$ cat src/rtl/damped_feedback_delay_top_defines.svh
// Assertion macros used by the top-level RTL file.
// Both sample on clk and are disabled while arst_n is low.
`ifndef DAMPED_FEEDBACK_DELAY_TOP_DEFINES_SVH
`define DAMPED_FEEDBACK_DELAY_TOP_DEFINES_SVH

// Consequent must hold in the same cycle as the antecedent.
`define DFD_ASSERT_NOW(label, ante, cons, msg) \
	label: assert property (@(posedge clk) disable iff (!arst_n) (ante) |-> (cons)) \
		else $error(msg);

// Consequent must hold in the cycle after the antecedent.
`define DFD_ASSERT_NEXT(label, ante, cons, msg) \
	label: assert property (@(posedge clk) disable iff (!arst_n) (ante) |=> (cons)) \
		else $error(msg);

`endif

$ cat src/rtl/dfd_pkg.sv
`timescale 1ns / 1ps
`default_nettype none

package dfd_pkg;

	localparam int DELAY_DEPTH = 4096;
	localparam int CHANNELS    = 2;

	localparam int IDX_W       = $clog2(DELAY_DEPTH);
	localparam int CH_W        = (CHANNELS > 1) ? $clog2(CHANNELS) : 1;
	localparam int STORE_DEPTH = CHANNELS * DELAY_DEPTH;
	localparam int ADDR_W      = $clog2(STORE_DEPTH);

	localparam int SAMPLE_W = 24;
	localparam int COEF_W   = 24;
	localparam int GAIN_W   = 17;
	localparam int DLY_W    = 12;
	localparam int MEM_W    = 40;
	localparam int CFG_W    = 24;
	localparam int CFG_IDX_W = 3;

	// shared multiplier: coefficient or gain on one side, sample on the other
	localparam int MUL_A_W = COEF_W + 1;
	localparam int MUL_B_W = SAMPLE_W;
	localparam int PROD_W  = MUL_A_W + MUL_B_W;
	localparam int ACC_W   = 52;

	// register indexes
	localparam logic [CFG_IDX_W-1:0] REG_FEEDBACK_GAIN = 3'd0;
	localparam logic [CFG_IDX_W-1:0] REG_DELAY_SAMPLES = 3'd1;
	localparam logic [CFG_IDX_W-1:0] REG_COEF_B0       = 3'd2;
	localparam logic [CFG_IDX_W-1:0] REG_COEF_B1       = 3'd3;
	localparam logic [CFG_IDX_W-1:0] REG_COEF_B2       = 3'd4;
	localparam logic [CFG_IDX_W-1:0] REG_COEF_A1       = 3'd5;
	localparam logic [CFG_IDX_W-1:0] REG_COEF_A2       = 3'd6;

	localparam logic signed [ACC_W-1:0] S24_MAX = (ACC_W'(1) <<< (SAMPLE_W - 1)) - ACC_W'(1);
	localparam logic signed [ACC_W-1:0] S24_MIN = ~S24_MAX;
	localparam logic signed [ACC_W-1:0] S40_MAX = (ACC_W'(1) <<< (MEM_W - 1)) - ACC_W'(1);
	localparam logic signed [ACC_W-1:0] S40_MIN = ~S40_MAX;

	typedef struct packed {
		logic signed [GAIN_W-1:0] feedback_gain;
		logic [DLY_W-1:0]         delay_samples;
		logic signed [COEF_W-1:0] coef_b0;
		logic signed [COEF_W-1:0] coef_b1;
		logic signed [COEF_W-1:0] coef_b2;
		logic signed [COEF_W-1:0] coef_a1;
		logic signed [COEF_W-1:0] coef_a2;
	} cfg_t;

	typedef enum logic [3:0] {
		ST_CLEAR,
		ST_IDLE,
		ST_READ,
		ST_MUL_B0,
		ST_Y,
		ST_M1_ACC,
		ST_M1_DONE,
		ST_M2_ACC,
		ST_M2_DONE,
		ST_STORE
	} state_t;

	// round to nearest, halves up, then drop s bits
	function automatic logic signed [ACC_W-1:0] rnd_shift(
		input logic signed [ACC_W-1:0] v,
		input int unsigned s
	);
		logic signed [ACC_W-1:0] t;
		t = v + (ACC_W'(1) <<< (s - 1));
		return t >>> s;
	endfunction

	function automatic logic signed [SAMPLE_W-1:0] sat24(input logic signed [ACC_W-1:0] v);
		logic signed [ACC_W-1:0] c;
		if (v > S24_MAX) begin
			c = S24_MAX;
		end else if (v < S24_MIN) begin
			c = S24_MIN;
		end else begin
			c = v;
		end
		return c[SAMPLE_W-1:0];
	endfunction

	function automatic logic signed [MEM_W-1:0] sat40(input logic signed [ACC_W-1:0] v);
		logic signed [ACC_W-1:0] c;
		if (v > S40_MAX) begin
			c = S40_MAX;
		end else if (v < S40_MIN) begin
			c = S40_MIN;
		end else begin
			c = v;
		end
		return c[MEM_W-1:0];
	endfunction

endpackage

`default_nettype wire

$ cat src/rtl/dfd_mul.sv
`timescale 1ns / 1ps
`default_nettype none

// shared signed multiplier, product registered
module dfd_mul (
	input  wire logic                                clk,
	input  wire logic                                en,
	input  wire logic signed [dfd_pkg::MUL_A_W-1:0]  a,
	input  wire logic signed [dfd_pkg::MUL_B_W-1:0]  b,
	output logic signed [dfd_pkg::PROD_W-1:0]        prod_q
);

	always_ff @(posedge clk) begin
		if (en) begin
			prod_q <= dfd_pkg::PROD_W'(a) * dfd_pkg::PROD_W'(b);
		end
	end

endmodule

`default_nettype wire

$ cat config.mk
export PLATFORM = sky130hd
export DESIGN_NAME = dfd_mul
export DESIGN_NICKNAME = d
export VERILOG_FILES = /design/src/rtl/damped_feedback_delay_top_defines.svh /design/src/rtl/dfd_pkg.sv /design/src/rtl/dfd_mul.sv
export SDC_FILE = /design/constraint.sdc
export NUM_CORES = 2
export LEC_CHECK = 0
export ABC_AREA = 1
export BUFFER_PORTS_ARGS = -buffer_cell sky130_fd_sc_hd__buf_2
export CAP_MARGIN = 20
export CORE_MARGIN = 4
export CORE_UTILIZATION = 42
export CTS_CLUSTER_SIZE = 8
export DETAILED_ROUTE_END_ITERATION = 8
export PLACE_DENSITY = 0.57
export SYNTH_ARGS = -nofsm -noshare
export SYNTH_HDL_FRONTEND = slang
export SYNTH_SLANG_ARGS = --single-unit
$ cat constraint.sdc
create_clock -name clk -period 9.7 [get_ports clk]
set_clock_uncertainty 0.1 [all_clocks]
set_input_delay 0.97 -clock clk [delete_from_list [all_inputs] [get_ports clk]]
set_output_delay 0.97 -clock clk [all_outputs]
set_load 0.02 [all_outputs]
# Yosys cells after proc, flatten, opt, wreduce, memory -nomap -nowiden
# Cells that the tools add are included.
# totals
reg_bits,49
inputBits,51
out_inout_bits,49
# classes
n_mul,1
# op_table
op,count
multiplier 25 x 24 -> 49 bit,1

# Depth between registers and ports, before layout
# depth
word_depth,1
depth_mapped,30
ltp_nobuf,28

# Least setup slack after synthesis
# OpenSTA, ideal clock, no wires.
# synth_path
path_type,input to register
startpoint,input port b[1] (netlist bit)
endpoint,register prod_q[48] (netlist bit) (data pin)
arrival_time_ps,6934
setup_ps,253
cell_stages,23
n_path_buf,2
path_slack_ps,2413
path_cell_list,clkbuf_1 -> clkbuf_1 -> nand2_1 -> inv_1 -> fa_1 -> fa_1 -> inv_1 -> fa_1 -> inv_1 -> fa_1 -> fa_1 -> inv_1 -> fa_1 -> inv_1 -> fa_1 -> ha_1 -> nand2_1 -> nor3_1 -> nand2_1 -> nor3_2 -> nand2_1 -> nand3_1 -> nand2_1
# synth_via
elab_chain_cells,1
# synth_rtl
element,line_no,rtl
"start, declared",dfd_mul.sv:9,"input wire logic signed [dfd_pkg::MUL_B_W-1:0] b,"
multiplier 25 x 24 -> 49 bit,dfd_mul.sv:15,prod_q <= dfd_pkg::PROD_W'(a) * dfd_pkg::PROD_W'(b);
"end signal, assigned",dfd_mul.sv:15,
"end, declared",dfd_mul.sv:10,output logic signed [dfd_pkg::PROD_W-1:0] prod_q
# Every way passes these cells.
# A chain may end at the register's enable or synchronous reset.

# Worst setup path after layout
# layout_path
startpoint,input port b[0] (netlist bit)
endpoint,register prod_q[38] (netlist bit) (data pin)
# Same word-level chain as after synthesis.

==> qor.txt <==
post-synthesis sequential area ratio: 5.78%
most common cell in the netlist: inv_1
Starting Density: 42.3%
Slowest cell on crit path: fa_1
hold path startpoint: en
setup TNS: 0 ns
max-cap violation count: 0
Synth top area share: 49.4%
GP Congestion: 0.923
GR Overflow Total: 0
Hold WS: 1.06 ns
layer with the highest usage: met2
Layout Nets: 4,066
hold path endpoint: prod_q[45]
Cells after DPL: 4,024
placement row count: 90
area occupied by multi-input gates: 0.0195 sq mm
register area: 0.00147 sq mm
Crit path largest cell delay: 0.71 ns
final setup fails: 0
post-synthesis mux area share: 0%
status: complete, no violations
Port Buffers: 99
met2 usage: 40.4%
Post-Synth XOR/XNOR Area: 0.997%
HP Class: in2reg
Post-synth EDFFs: 49
worst path cell trace: buf_2 > nand2_1 > inv_1 > fa_1 > fa_1 > inv_1 > fa_1 > inv_1 > fa_1 > fa_1 > fa_1 > fa_1 > ha_1 > nand2_1 > nor2_1 > nand2_1 > nor3_2 > nand3_1 > nand4_1 > nand2_1
Crit path top cell by count: fa_1
Syn Area/Cell: 7.82 sq um
Syn Nets: 4,075
Core Util, Final: 44.4%
GRT met1 Usage: 29.1%
Hold Vio Cnt, Final: 0
vias: 18,900
critical path required time: 9.66 ns
DRC Markers: 0
IO Pins: 100
register bit total from synthesis: 49
CTS H-tree depth: 2
ratio of cells with drive above 1 in the final layout: 5.14%
cell family with most CP delay: adder cells
via-per-instance ratio: 4.69
wire per inst: 16.6 um
Slew Limit Fails: 0
cell taking the most area after synthesis: fa_1
post-route ant nets: 0
DR iter-0 viols: 1,231
Simple-Gate Fraction of Synth Area: 18.4%
Post-Synth Adder-Cell Area: 56.1%
Crit path buffers/inverters: 4
core area: 0.0602 sq mm
vias in the first global route: 20,600
Largest Register: prod_q
met3 Track Usage GR: 1.84%
clk slew on worst S/H paths: 0.08 ns
# resized after CTS: 0
Root Buffer: clkbuf_16
final cell count without fillers: 4,034
synth top area cells: fa_1 (49%), inv_1 (16%), nand2_1 (14%), ha_1 (6.7%), edfxtp_1 (5.8%)
CTS sink cnt: 49
DIE AREA: 0.0647 sq mm
max reg flops: 49
Min-Delay Path Depth: 1
largest net degree at the start of global routing: 50
Area growth syn-to-layout: 5.00%
CTS Buffer Depth: 2
RSZ-0062 raised after global routing: false
Die Ht: 254 um
crit path time final: 7.80 ns
Slew @ Worst Pin: 0.996 ns
Mapped Area: 0.0255 sq mm
Pre-antenna DRT Iters: 6
# hold bufs at CTS: 0
CTS Buf Count: 5
Crit Path Class: in2reg
Startpoint Class: primary input
Setup Fix Bufs, Post-CTS: 0
ys flop type: edfxtp_1
FFs w/ async S/R, synth: 0%
detailed placement HPWL: 57,400 um
post-synthesis compound-gate area fraction: 1.02%
Die X: 254 um
post-route clock period utilization: 80.4%
largest family of logic cells by synthesized area: adder cells
Post-Syn Instances: 3,259
Relative slew margins: 33.6%
# fillers: 6,114
CP Data Arrival Time: 7.76 ns
Top Registers: prod_q: 49 flops
CP Max Fanout: 25
Distinct cells, synth: 24
first-pass GRT wire length: 112,000 um
Ys Warns: 0
routed wire length: 67,100 um
overall routing resource usage: 22.0%
Crit. End Element: flip-flop
CTS tree: done
initial antenna violation count: 2
Post-synth top cells: inv_1 (1,072), nand2_1 (965), fa_1 (629)
Achievable Freq: 128 MHz
==> per-stage QoR <==
| stage | worst slack (ns) | area (sq um) |
|---|---|---|
| after detailed placement | 1.65 | 26500 |
| after CTS | 1.91 | 26700 |
| after global routing | 1.43 | 26700 |
| final | 1.90 | 26700 |
| after floorplan | 2.41 | 25500 |
| after global placement | 1.71 | 26500 |
==> cells in the final DEF, fill, tap and decap left out, drive strengths merged <==
cell,synthesis,routed
o21bai,5,5
nand2,978,978
fa,629,629
a21oi,32,32
nor3,14,14
nand4,13,13
nor2,104,104
nand3,55,55
buf,0,105
xor2,26,26
inv,1078,1079
clkbuf,121,5
o21ai,8,8
xnor2,3,3
and2,1,1
ha,136,136
or2,4,4
edfxtp,49,49
a21o,3,3
diode,0,1
bufinv,0,2
==> kinds of logic (layout without fill, tap and decap cells) <==
logic type | count (synthesis) | in the layout
compound gates | 48 | 48
xor+xnor | 29 | 29
fa+ha+maj | 765 | 765
buf+inv | 1199 | 1191
flops | 49 | 49
other cells | 0 | 1
simple gates | 1169 | 1169
==> final cells by class <==
type / instances / area share (%)
well taps: 782 / 3.66
repair buffers: 105 / 2.07
flip-flops and latches: 49 / 5.50
multi-input cells: 2011 / 72.9
inverters: 1078 / 15.1
clock inverters: 3 / 0.257
clock buffers: 5 / 0.468
diodes: 1 / 0.00936
==> layer usage <==
layer | wire, um | share of wire (%) | vias up
met5 | 13 | 0.019 | -
li1 | - | - | 8906
met1 | 27600 | 41 | 9461
met3 | 3330 | 5.0 | 78
met2 | 34900 | 52 | 482
met4 | 1280 | 1.9 | 2
==> how the worst max path moves through the flow <==
stage	from	to	slack, ns	cells past startpoint
2_1_floorplan	b[1]	prod_q[48]	2.41	23
5_1_grt	b[0]	prod_q[44]	1.43	22
3_5_place_dp	b[0]	prod_q[48]	1.65	22
3_3_place_gp	b[0]	prod_q[48]	1.71	22
4_1_cts	b[0]	prod_q[38]	1.91	20
6_report	b[0]	prod_q[38]	1.90	20
Power is left out: the tool's default activity adds up to more than one toggle a clock period on the data nets, which glitch-free logic cannot reach.
