--- src/rtl/damped_feedback_delay_top_defines.svh ---
// Assertion macros used by the top-level RTL file.
// Both sample on clk and are disabled while arst_n is low.
`ifndef DAMPED_FEEDBACK_DELAY_TOP_DEFINES_SVH
`define DAMPED_FEEDBACK_DELAY_TOP_DEFINES_SVH

// Consequent must hold in the same cycle as the antecedent.
`define DFD_ASSERT_NOW(label, ante, cons, msg) \
	label: assert property (@(posedge clk) disable iff (!arst_n) (ante) |-> (cons)) \
		else $error(msg);

// Consequent must hold in the cycle after the antecedent.
`define DFD_ASSERT_NEXT(label, ante, cons, msg) \
	label: assert property (@(posedge clk) disable iff (!arst_n) (ante) |=> (cons)) \
		else $error(msg);

`endif

--- src/rtl/dfd_pkg.sv ---
`timescale 1ns / 1ps
`default_nettype none

package dfd_pkg;

	localparam int DELAY_DEPTH = 4096;
	localparam int CHANNELS    = 2;

	localparam int IDX_W       = $clog2(DELAY_DEPTH);
	localparam int CH_W        = (CHANNELS > 1) ? $clog2(CHANNELS) : 1;
	localparam int STORE_DEPTH = CHANNELS * DELAY_DEPTH;
	localparam int ADDR_W      = $clog2(STORE_DEPTH);

	localparam int SAMPLE_W = 24;
	localparam int COEF_W   = 24;
	localparam int GAIN_W   = 17;
	localparam int DLY_W    = 12;
	localparam int MEM_W    = 40;
	localparam int CFG_W    = 24;
	localparam int CFG_IDX_W = 3;

	// shared multiplier: coefficient or gain on one side, sample on the other
	localparam int MUL_A_W = COEF_W + 1;
	localparam int MUL_B_W = SAMPLE_W;
	localparam int PROD_W  = MUL_A_W + MUL_B_W;
	localparam int ACC_W   = 52;

	// register indexes
	localparam logic [CFG_IDX_W-1:0] REG_FEEDBACK_GAIN = 3'd0;
	localparam logic [CFG_IDX_W-1:0] REG_DELAY_SAMPLES = 3'd1;
	localparam logic [CFG_IDX_W-1:0] REG_COEF_B0       = 3'd2;
	localparam logic [CFG_IDX_W-1:0] REG_COEF_B1       = 3'd3;
	localparam logic [CFG_IDX_W-1:0] REG_COEF_B2       = 3'd4;
	localparam logic [CFG_IDX_W-1:0] REG_COEF_A1       = 3'd5;
	localparam logic [CFG_IDX_W-1:0] REG_COEF_A2       = 3'd6;

	localparam logic signed [ACC_W-1:0] S24_MAX = (ACC_W'(1) <<< (SAMPLE_W - 1)) - ACC_W'(1);
	localparam logic signed [ACC_W-1:0] S24_MIN = ~S24_MAX;
	localparam logic signed [ACC_W-1:0] S40_MAX = (ACC_W'(1) <<< (MEM_W - 1)) - ACC_W'(1);
	localparam logic signed [ACC_W-1:0] S40_MIN = ~S40_MAX;

	typedef struct packed {
		logic signed [GAIN_W-1:0] feedback_gain;
		logic [DLY_W-1:0]         delay_samples;
		logic signed [COEF_W-1:0] coef_b0;
		logic signed [COEF_W-1:0] coef_b1;
		logic signed [COEF_W-1:0] coef_b2;
		logic signed [COEF_W-1:0] coef_a1;
		logic signed [COEF_W-1:0] coef_a2;
	} cfg_t;

	typedef enum logic [3:0] {
		ST_CLEAR,
		ST_IDLE,
		ST_READ,
		ST_MUL_B0,
		ST_Y,
		ST_M1_ACC,
		ST_M1_DONE,
		ST_M2_ACC,
		ST_M2_DONE,
		ST_STORE
	} state_t;

	// round to nearest, halves up, then drop s bits
	function automatic logic signed [ACC_W-1:0] rnd_shift(
		input logic signed [ACC_W-1:0] v,
		input int unsigned s
	);
		logic signed [ACC_W-1:0] t;
		t = v + (ACC_W'(1) <<< (s - 1));
		return t >>> s;
	endfunction

	function automatic logic signed [SAMPLE_W-1:0] sat24(input logic signed [ACC_W-1:0] v);
		logic signed [ACC_W-1:0] c;
		if (v > S24_MAX) begin
			c = S24_MAX;
		end else if (v < S24_MIN) begin
			c = S24_MIN;
		end else begin
			c = v;
		end
		return c[SAMPLE_W-1:0];
	endfunction

	function automatic logic signed [MEM_W-1:0] sat40(input logic signed [ACC_W-1:0] v);
		logic signed [ACC_W-1:0] c;
		if (v > S40_MAX) begin
			c = S40_MAX;
		end else if (v < S40_MIN) begin
			c = S40_MIN;
		end else begin
			c = v;
		end
		return c[MEM_W-1:0];
	endfunction

endpackage

`default_nettype wire

--- src/rtl/dfd_cfg.sv ---
`timescale 1ns / 1ps
`default_nettype none

module dfd_cfg (
	input  wire logic                            clk,
	input  wire logic                            arst_n,
	input  wire logic                            we,
	input  wire logic [dfd_pkg::CFG_IDX_W-1:0]   index,
	input  wire logic [dfd_pkg::CFG_W-1:0]       data,
	output dfd_pkg::cfg_t                        cfg_q
);

	always_ff @(posedge clk or negedge arst_n) begin
		if (!arst_n) begin
			cfg_q.feedback_gain <= 17'sd8192;
			cfg_q.delay_samples <= 12'd480;
			cfg_q.coef_b0       <= 24'sd4194304;
			cfg_q.coef_b1       <= '0;
			cfg_q.coef_b2       <= '0;
			cfg_q.coef_a1       <= '0;
			cfg_q.coef_a2       <= '0;
		end else if (we) begin
			case (index)
				dfd_pkg::REG_FEEDBACK_GAIN: cfg_q.feedback_gain <= data[dfd_pkg::GAIN_W-1:0];
				dfd_pkg::REG_DELAY_SAMPLES: cfg_q.delay_samples <= data[dfd_pkg::DLY_W-1:0];
				dfd_pkg::REG_COEF_B0:       cfg_q.coef_b0       <= data[dfd_pkg::COEF_W-1:0];
				dfd_pkg::REG_COEF_B1:       cfg_q.coef_b1       <= data[dfd_pkg::COEF_W-1:0];
				dfd_pkg::REG_COEF_B2:       cfg_q.coef_b2       <= data[dfd_pkg::COEF_W-1:0];
				dfd_pkg::REG_COEF_A1:       cfg_q.coef_a1       <= data[dfd_pkg::COEF_W-1:0];
				dfd_pkg::REG_COEF_A2:       cfg_q.coef_a2       <= data[dfd_pkg::COEF_W-1:0];
				default: ;  // unused index, write dropped
			endcase
		end
	end

endmodule

`default_nettype wire

--- config.mk ---
export PLATFORM = sky130hd
export DESIGN_NAME = dfd_cfg
export DESIGN_NICKNAME = d
export VERILOG_FILES = /design/src/rtl/damped_feedback_delay_top_defines.svh /design/src/rtl/dfd_pkg.sv /design/src/rtl/dfd_cfg.sv
export SDC_FILE = /design/constraint.sdc
export NUM_CORES = 1
export LEC_CHECK = 0
export BUFFER_PORTS_ARGS = -buffer_cell sky130_fd_sc_hd__buf_2
export CAP_MARGIN = 20
export CORE_UTILIZATION = 51
export CTS_CLUSTER_DIAMETER = 60
export DETAILED_ROUTE_END_ITERATION = 8
export MAX_ROUTING_LAYER = met4
export PLACE_DENSITY = 0.8
export SETUP_SLACK_MARGIN = 0.4
export SYNTH_ARGS = -nofsm -noshare
export SYNTH_HDL_FRONTEND = slang
export SYNTH_SLANG_ARGS = --single-unit
--- constraint.sdc ---
create_clock -name clk -period 1 [get_ports clk]
set_input_delay 0.1 -clock clk [delete_from_list [all_inputs] [get_ports clk]]
set_output_delay 0.1 -clock clk [all_outputs]
set_load 0.01 [all_outputs]
### Yosys cells after proc, flatten, opt, wreduce, memory -nomap -nowiden

Cells that the tools add are included.

| storage, ports and cells | value |
|---|---|
| register bits | 149 |
| input bits | 30 |
| output and inout bits | 149 |
| logic and storage cells | 21 |

| operators by class | value |
|---|---|
| equal/unequal tests | 6 |
| reductions and logical operators | 8 |

Operators with widths:

| kind | number |
|---|---|
| $reduce_and 2->1 | 7 |
| $eq 3x3->1 const B | 3 |
| $eq 3x2->1 const B | 2 |
| $eq 3x1->1 const B | 1 |
| $logic_not 3->1 | 1 |

### Depth between registers and ports, before layout

Gate-level depths: netlist of the first run.

| logic depth | value |
|---|---|
| word-level depth | 2 |
| gate-level depth with buffers | 5 |
| gate-level depth less buffers | 2 |

### Least setup slack after synthesis of the first run

Ideal clock, no wire load.

| timing path | value |
|---|---|
| path kind | input to register |
| start | in index[1] (netlist bit) |
| end | reg cfg_q[132] (netlist bit) |
| setup time | 0.125 ns |
| arrival | 1.235 ns |
| data required time | 0.875 ns |
| slack | -0.360 ns |
| cell stages on the path | 4 |
| path buffers | 2 |
| cells stage by stage | buf_2 > nor4b_4 > buf_6 > mux2_4 |

| between the ends | value |
|---|---|
| cells in the longest elaborated chain, start to end | 2 |

Ends and longest elaborated chain:

| element | RTL line | source |
|---|---|---|
| start: declaration | dfd_cfg.sv:8 | `input wire logic [dfd_pkg::CFG_IDX_W-1:0] index,` |
| $logic_not 3->1 | dfd_cfg.sv:23 | `case (index)` |
| $reduce_and 2->1 (no line) | - |  |
| end: declaration | dfd_cfg.sv:10 | `output dfd_pkg::cfg_t cfg_q` |

Every way passes these cells.
A chain may end at the register's enable or synchronous reset.

### Worst setup path in the final report of the first run

| timing path | value |
|---|---|
| start | reg cfg_q[145] (netlist bit) |
| end | out cfg_q[145] (netlist bit) |

No word-level cell between the ends.

==> results of run 1 <==
[where the power goes]
group / leakage (nW) / total [mW] / internal, mW / switching (mW)
sequential: 1.78 / 8.63 / 7.41 / 1.22
combinational: 3.16 / 8.31 / 5.22 / 3.09
clock: 0.270 / 6.27 / 3.61 / 2.66
[per-stage QoR]
stage	hold slack, ns	setup slack, ns	TNS [ns]	total power [mW]	util, %
global placement	-0.0151	-0.369	-39.43	12.3	66.1
finish	-0.127	-0.297	-30.08	23.2	93.2
floorplan	-0.196	-0.336	-24.68	10.4	-
global route	-0.131	-0.319	-32.79	23.8	93.2
CTS	-0.142	-0.286	-25.11	20.3	83.0
detailed placement	-0.0128	-0.397	-44.58	12.5	66.1
[Yosys cell counts]
| master | count |
|---|---|
| sky130_fd_sc_hd__nor4b_4 | 1 |
| sky130_fd_sc_hd__mux2_2 | 139 |
| sky130_fd_sc_hd__and4bb_2 | 1 |
| sky130_fd_sc_hd__nor4bb_1 | 2 |
| sky130_fd_sc_hd__dfstp_2 | 6 |
| sky130_fd_sc_hd__buf_6 | 2 |
| sky130_fd_sc_hd__buf_2 | 12 |
| sky130_fd_sc_hd__mux2_4 | 10 |
| sky130_fd_sc_hd__buf_4 | 4 |
| sky130_fd_sc_hd__dfrtp_1 | 143 |
| sky130_fd_sc_hd__nand4b_1 | 3 |
[what timing repair did]
item                                    in CTS  in global routing
pin swaps                                    5                  3
endpoints found under the setup margin     298                329
hold endpoints to repair                   298                149
gates resized for setup                    157                121
cloned                                       7                  2
setup buffers                               70                 75
[kinds of logic (layout without fill, tap and decap cells)]
group                  count (synthesis)  after routing  synth area share (%)
muxes                                149            149                  30.4
and+or+nand+nor                        7              7                  1.46
DFF                                  149            149                  66.2
buffers and inverters                 18            389                  1.99
[worst paths after layout]
kind / start / end / cells after the start
hold reg to reg: cfg_q[89] / cfg_q[89] / 1
setup / recovery: cfg_q[145] / cfg_q[145] / 1
setup reg to reg: cfg_q[41] / cfg_q[41] / 3
hold / removal: data[23] / cfg_q[71] / 2
max in group asynchronous: arst_n / cfg_q[128] / 3
min in group asynchronous: arst_n / cfg_q[113] / 2
[per-layer routing]
metal / vias up / wire (um) / GRT usage, %
met5: - / 0 / -
met4: 0 / 1390 / 11.7
met3: 113 / 1960 / 7.23
met2: 357 / 12000 / 52.6
met1: 2470 / 8920 / 40.2
li1: 1858 / - / -
[area by class of cell]
cell class              count  area [um2]  share of cell area [%]
well taps                 140         175                    1.74
flip-flops and latches    149        3740                    37.1
clock buffers              23         447                    4.44
repair buffers            357        3260                    32.4
multi-input cells         156        2330                    23.2
clock inverters             9         105                    1.04
==> reports/qor_table.md, run 1 <==
| Group | Quantity | This run |
| --- | --- | --- |
| floorplan | Row count | 38 |
| timing | Highest clock rate | 0.771 GHz |
| global route | Number of antenna violations at the first check in global routing | 0 |
| placement | Placement-stage cell area | 7140 um2 |
| route | DRT iter0 DRCs | 371 |
| global route | Pin count of the biggest net entering global routing | 42 |
| critical path | Setup slack on the worst flop-to-flop path | -0.06 ns |
| placement | GPL Wtd Cong | 0.770 |
| critical path | Peak fanout along the critical path | 2 |
| min path | Kind of path behind the tightest hold check | in2reg |
| critical path | Cell at the slowest stage of the critical path | sky130_fd_sc_hd__dfstp_2 |
| final layout | Layout cell share with drive strength beyond 1 | 78.1% |
| synthesis | Count of synthesis-stage warnings from yosys | 0 |
| timing | Measured slew at the worst slew-check pin | 0.331 ns |
| synthesis | Mapped Cells | 323 |
| timing | Final count of hold timing violations | 149 |
| timing | Setup repair after global routing missed its margin | yes |
| route | Vias | 4798 |
| floorplan | Die W | 107 um |
| critical path | Largest delay share family, worst path | flip-flops |
| final layout | Number of cells in the finished layout apart from fillers | 834 |
| synthesis | Area contributors post-synth | sky130_fd_sc_hd__dfrtp_1 (63%), sky130_fd_sc_hd__mux2_2 (28%), sky130_fd_sc_hd__dfstp_2 (2.8%), sky130_fd_sc_hd__mux2_4 (2.7%), sky130_fd_sc_hd__buf_2 (1.1%) |
| timing | Shortest clock period the worst path allows after layout | 1.30 ns |
| power and ir drop | Largest voltage drop on the vdd net | 1.80 mV |
| floorplan | Die Area | 11500 um2 |
| timing | Crit share post-route | 130% |
| critical path | Cell chain of the critical path | buf_6 |
| timing | Worst path setup slack after routing | -0.297 ns |
| synthesis | Average footprint of a synthesized cell | 17.5 um2 |
| critical path | Critical Path End Type | primary output |
| timing | Final setup skew | 0 ns |
| final layout | Largest register FFs | 149 |
| floorplan | Effective utilization at floorplan | 52.3% |
| route | Number of nets still failing antenna checks after routing | 0 |
| route | TritonRoute pass-1 iters | 5 |
| synthesis | Top cell type's share of synthesized area | 63.4% |
| clock tree | Sinks on Clock Net | 149 |
| global route | Total global-route track usage | 32.4% |
| final layout | Total number of nets in the final design | 711 |
| final layout | N_diodes | 0 |
| final layout | Most common cell after layout, fill and taps aside | sky130_fd_sc_hd__buf_6 |
| critical path | Critical setup path kind | reg2out |
| final layout | Register with the highest flop count | cfg_q |
| final layout | Growth of design area from synthesis to finish | 78.1% |
| critical path | Arrival time worst endpoint | 1.20 ns |
| timing | Final setup violating endpoints | 179 |
| clock tree | Bufs on Longest Clock Path | 2 |
| timing | Hold slack | -0.127 ns |
| route | Vias per Instance | 5.75 |
| clock tree | Hold buffers post-CTS | 1 |
| route | Detailed Route WL | 24.2 mm |
| clock tree | Clock latency at the later pin of the worst-skew pair | 0.54 ns |
| global route | Total grt overflow | 0 |
| placement | Post-placement cell count | 647 |
| status | Violated checks | hold timing, setup timing |
| synthesis | Total nets after synthesis | 353 |
| final layout | Top library cells by usage in the layout, fill and taps aside | sky130_fd_sc_hd__buf_6 (162), sky130_fd_sc_hd__mux2_4 (145), sky130_fd_sc_hd__dfrtp_1 (143), sky130_fd_sc_hd__buf_2 (133), sky130_fd_sc_hd__buf_4 (37) |
| synthesis | Largest area contributor in the synthesized netlist | sky130_fd_sc_hd__dfrtp_1 |
| synthesis | Netlist area before placement | 5650 um2 |
| job | Max-capacitance violation count | 0 |
| synthesis | Count of cell types in the netlist | 11 |
| critical path | Critical path buffer and inverter count | 1 |
| synthesis | Flip-flop and latch count after synthesis | 149 |
| final layout | Fill cells | 279 |
| clock tree | Buffer type at the clock tree root | sky130_fd_sc_hd__clkbuf_8 |
| global route | Via count of the first global-routing pass | 4333 |
| global route | First-pass GRT wire length | 25.9 mm |
| floorplan | Die outline height | 107 um |
| power and ir drop | PwrDens | 2310 nW/um2 |
| placement | PortBufs | 178 |
| power and ir drop | Leak | 5.21 nW |
| final layout | Leading registers by flop count | cfg_q x149 |
| clock tree | Number of CTS-inserted buffers | 17 |
| timing | Worst relative slew slack | 77.9% |
| critical path | Startpoint types | flop |
| clock tree | Clock transition at the register clock pins on the worst setup and hold paths after CTS | 0.06 ns |
| placement | Detailed placement HPWL | 9.57 mm |
| status | Result of the run | finished, violations left |
| route | Wire length per cell | 29.1 um |
| critical path | Delay of the slowest cell on the worst path | 0.55 ns |
| clock tree | H-tree depth reported by CTS | 4 |
| final layout | Post-layout instance area | 10100 um2 |
| timing | Max Transition Viols Final | 0 |
| floorplan | Placeable core region | 10800 um2 |
| synthesis | Part of the Yosys area used for sequential elements | 66.2% |
| clock tree | TritonCTS clock tree | done |
| floorplan | Top-level I/O count | 179 |
| critical path | Worst EP required | 0.90 ns |
| route | Residual DRC count | 0 |
(Power assumes the default switching activity.)
==> run 2: changes to the inputs <==
CELL_PAD_IN_SITES_DETAIL_PLACEMENT = 1   (was unset)
CELL_PAD_IN_SITES_GLOBAL_PLACEMENT = 2   (was unset)
CORE_UTILIZATION = 35   (was 51)
PLACE_DENSITY = unset   (was 0.8)
PLACE_DENSITY_LB_ADDON = 0.1   (was unset)
==> run 2 against run 1 <==
- clock skew stayed put
- register-to-register slack better by 0.04 ns
- die area is 45% higher
- the run still ends with hold timing, setup timing left
- non-clock buffer count is 44 lower
- clock-buffer cell count stayed put
==> reports/qor_table.md, run 2 (synthesized netlist as in run 1, its figures left out) <==
| Group | Quantity | This run |
| --- | --- | --- |
| critical path | Worst EP required | 0.90 ns |
| placement | Post-placement worst setup slack | -0.403 ns |
| status | Violated checks | hold timing, setup timing |
| critical path | Arrival time worst endpoint | 1.08 ns |
| critical path | Launching element of the worst setup path | cfg_q[125] |
| final layout | Growth of design area from synthesis to finish | 73.7% |
| route | DRT iter0 DRCs | 154 |
| critical path | Largest delay share family, worst path | flip-flops |
| clock tree | Sinks on Clock Net | 149 |
| timing | Setup repair after global routing missed its margin | yes |
| critical path | Critical register-to-register path startpoint | cfg_q[55] |
| timing | Shortest clock period the worst path allows after layout | 1.18 ns |
| placement | PortBufs | 178 |
| floorplan | Effective utilization at floorplan | 35.7% |
| placement | Placement-stage cell area | 7210 um2 |
| placement | GPL Wtd Cong | 0.725 |
| critical path | Delay of the slowest cell on the worst path | 0.55 ns |
| power and ir drop | Leak | 4.86 nW |
| critical path | Cell chain of the critical path | buf_6 |
| clock tree | Bufs on Longest Clock Path | 2 |
| global route | Total global-route track usage | 24.1% |
| global route | Pin count of the biggest net entering global routing | 45 |
| route | Vias | 4048 |
| placement | Post-placement cell count | 717 |
| power and ir drop | Largest voltage drop on the vdd net | 1.20 mV |
| power and ir drop | PwrDens | 2250 nW/um2 |
| floorplan | Top-level I/O count | 179 |
| timing | Worst relative slew slack | 78.3% |
| critical path | Critical register-to-register path endpoint | cfg_q[55] |
| floorplan | Die outline height | 129 um |
| critical path | Number of stages on the worst setup path | 1 |
| critical path | Critical setup path kind | reg2out |
| final layout | Top library cells by usage in the layout, fill and taps aside | sky130_fd_sc_hd__dfrtp_1 (143), sky130_fd_sc_hd__buf_6 (126), sky130_fd_sc_hd__buf_2 (121), sky130_fd_sc_hd__mux2_4 (98), sky130_fd_sc_hd__mux2_2 (51) |
| clock tree | Clock latency at the later pin of the worst-skew pair | 0.42 ns |
| critical path | Cell at the slowest stage of the critical path | sky130_fd_sc_hd__dfstp_2 |
| route | TritonRoute pass-1 iters | 4 |
| min path | Kind of path behind the tightest hold check | in2async |
| timing | Crit share post-route | 118% |
| final layout | Layout cell share with drive strength beyond 1 | 77.1% |
| clock tree | Number of CTS-inserted buffers | 17 |
| floorplan | Die W | 129 um |
| status | Result of the run | finished, violations left |
| final layout | Most common cell after layout, fill and taps aside | sky130_fd_sc_hd__dfrtp_1 |
| global route | Number of antenna violations at the first check in global routing | 0 |
| clock tree | Buffer type at the clock tree root | sky130_fd_sc_hd__clkbuf_16 |
| timing | Measured slew at the worst slew-check pin | 0.325 ns |
| floorplan | Placeable core region | 15800 um2 |
| timing | Worst path setup slack after routing | -0.176 ns |
| clock tree | Clock transition at the register clock pins on the worst setup and hold paths after CTS | 0.06 ns |
| critical path | Worst reg-to-reg path cell count | 3 |
| floorplan | Row count | 46 |
| critical path | Setup slack on the worst flop-to-flop path | -0.02 ns |
| critical path | Critical path buffer and inverter count | 1 |
| critical path | Critical Path End Type | primary output |
| timing | Setup tns final | -7.38 ns |
| timing | Final setup violating endpoints | 153 |
| global route | Total grt overflow | 0 |
| placement | Detailed placement HPWL | 10.0 mm |
| job | Max-capacitance violation count | 0 |
| final layout | Post-layout instance area | 9810 um2 |
| final layout | N_diodes | 0 |
| final layout | Fill cells | 1455 |
| critical path | Startpoint types | flop |
| clock tree | H-tree depth reported by CTS | 4 |
| timing | Highest clock rate | 0.850 GHz |
| final layout | Number of cells in the finished layout apart from fillers | 866 |
| timing | Hold slack | -0.488 ns |
| clock tree | TritonCTS clock tree | done |
| final layout | Register with the highest flop count | cfg_q |
| global route | First-pass GRT wire length | 27.6 mm |
| timing | Max Transition Viols Final | 0 |
| final layout | Total number of nets in the final design | 667 |
| global route | Via count of the first global-routing pass | 4287 |
| timing | Final count of hold timing violations | 166 |
| floorplan | Die Area | 16600 um2 |
| final layout | Leading registers by flop count | cfg_q x149 |
| timing | Final setup skew | 0 ns |
| route | Detailed Route WL | 19.5 mm |
| critical path | Peak fanout along the critical path | 2 |
| route | Number of nets still failing antenna checks after routing | 0 |
| route | Residual DRC count | 0 |
| route | Wire length per cell | 22.5 um |
| final layout | Largest register FFs | 149 |
| critical path | Endpoint of the worst setup timing path | cfg_q[125] |
| final layout | Post-layout utilization of the core | 62.0% |
| route | Vias per Instance | 4.67 |
[run 2: cell types whose count changed in the layout (fill, tap and decap cells not counted), sizes merged]
cell	delta
buf	-41
bufinv	+2
clkbuf	-2
clkinv	-3
clkinvlp	+1
dlygate4sd3	-1
[run 2: worst min path at each step]
stage / end / cells past startpoint / start / slack, ns
floorplan: cfg_q[0] / 0 / arst_n / -0.20
global placement: cfg_q[94] / 1 / arst_n / -0.05
detailed placement: cfg_q[94] / 1 / arst_n / -0.05
CTS: cfg_q[94] / 1 / arst_n / -0.50
global route: cfg_q[94] / 1 / arst_n / -0.50
finish: cfg_q[94] / 1 / arst_n / -0.49
[run 2: layer usage]
layer / GRT usage, % / vias to the layer above / routed length [um]
li1: - / 1778 / -
met1: 29.7 / 2122 / 8220
met2: 38.8 / 129 / 9840
met3: 6.11 / 19 / 1080
met4: 8.24 / 0 / 329
met5: - / - / 0
[run 2: final cells by class]
cell class / count / area (um2) / share of cell area [%]
Clock inverter: 9 / 150 / 1.53
Tap cell: 216 / 270 / 2.76
Multi-Input combinational cell: 156 / 2160 / 22.0
Clock buffer: 23 / 478 / 4.87
Sequential cell: 149 / 3740 / 38.1
Timing Repair Buffer: 313 / 3010 / 30.7
[run 2: through the flow]
step	hold slack (ns)	power, mW
after floorplan	-0.196	10.4
after global placement	-0.0504	12.4
after detailed placement	-0.0501	12.6
after CTS	-0.497	20.9
after global routing	-0.499	22.9
final	-0.488	22.0
[run 2: report_power, final]
group,leakage [nW],total [mW],switching (mW),internal (mW)
Clock,0.303,6.90,2.53,4.37
Combinational,2.77,6.78,2.42,4.36
Sequential,1.78,8.34,0.930,7.41
[run 2: timing repair]
action                                  in CTS  in global routing
gates resized for setup                    130                 76
buffers inserted                            61                 43
pin swaps                                    4                  6
endpoints found under the setup margin     298                298
hold endpoints to repair                   175                169
cloned                                      13                  0
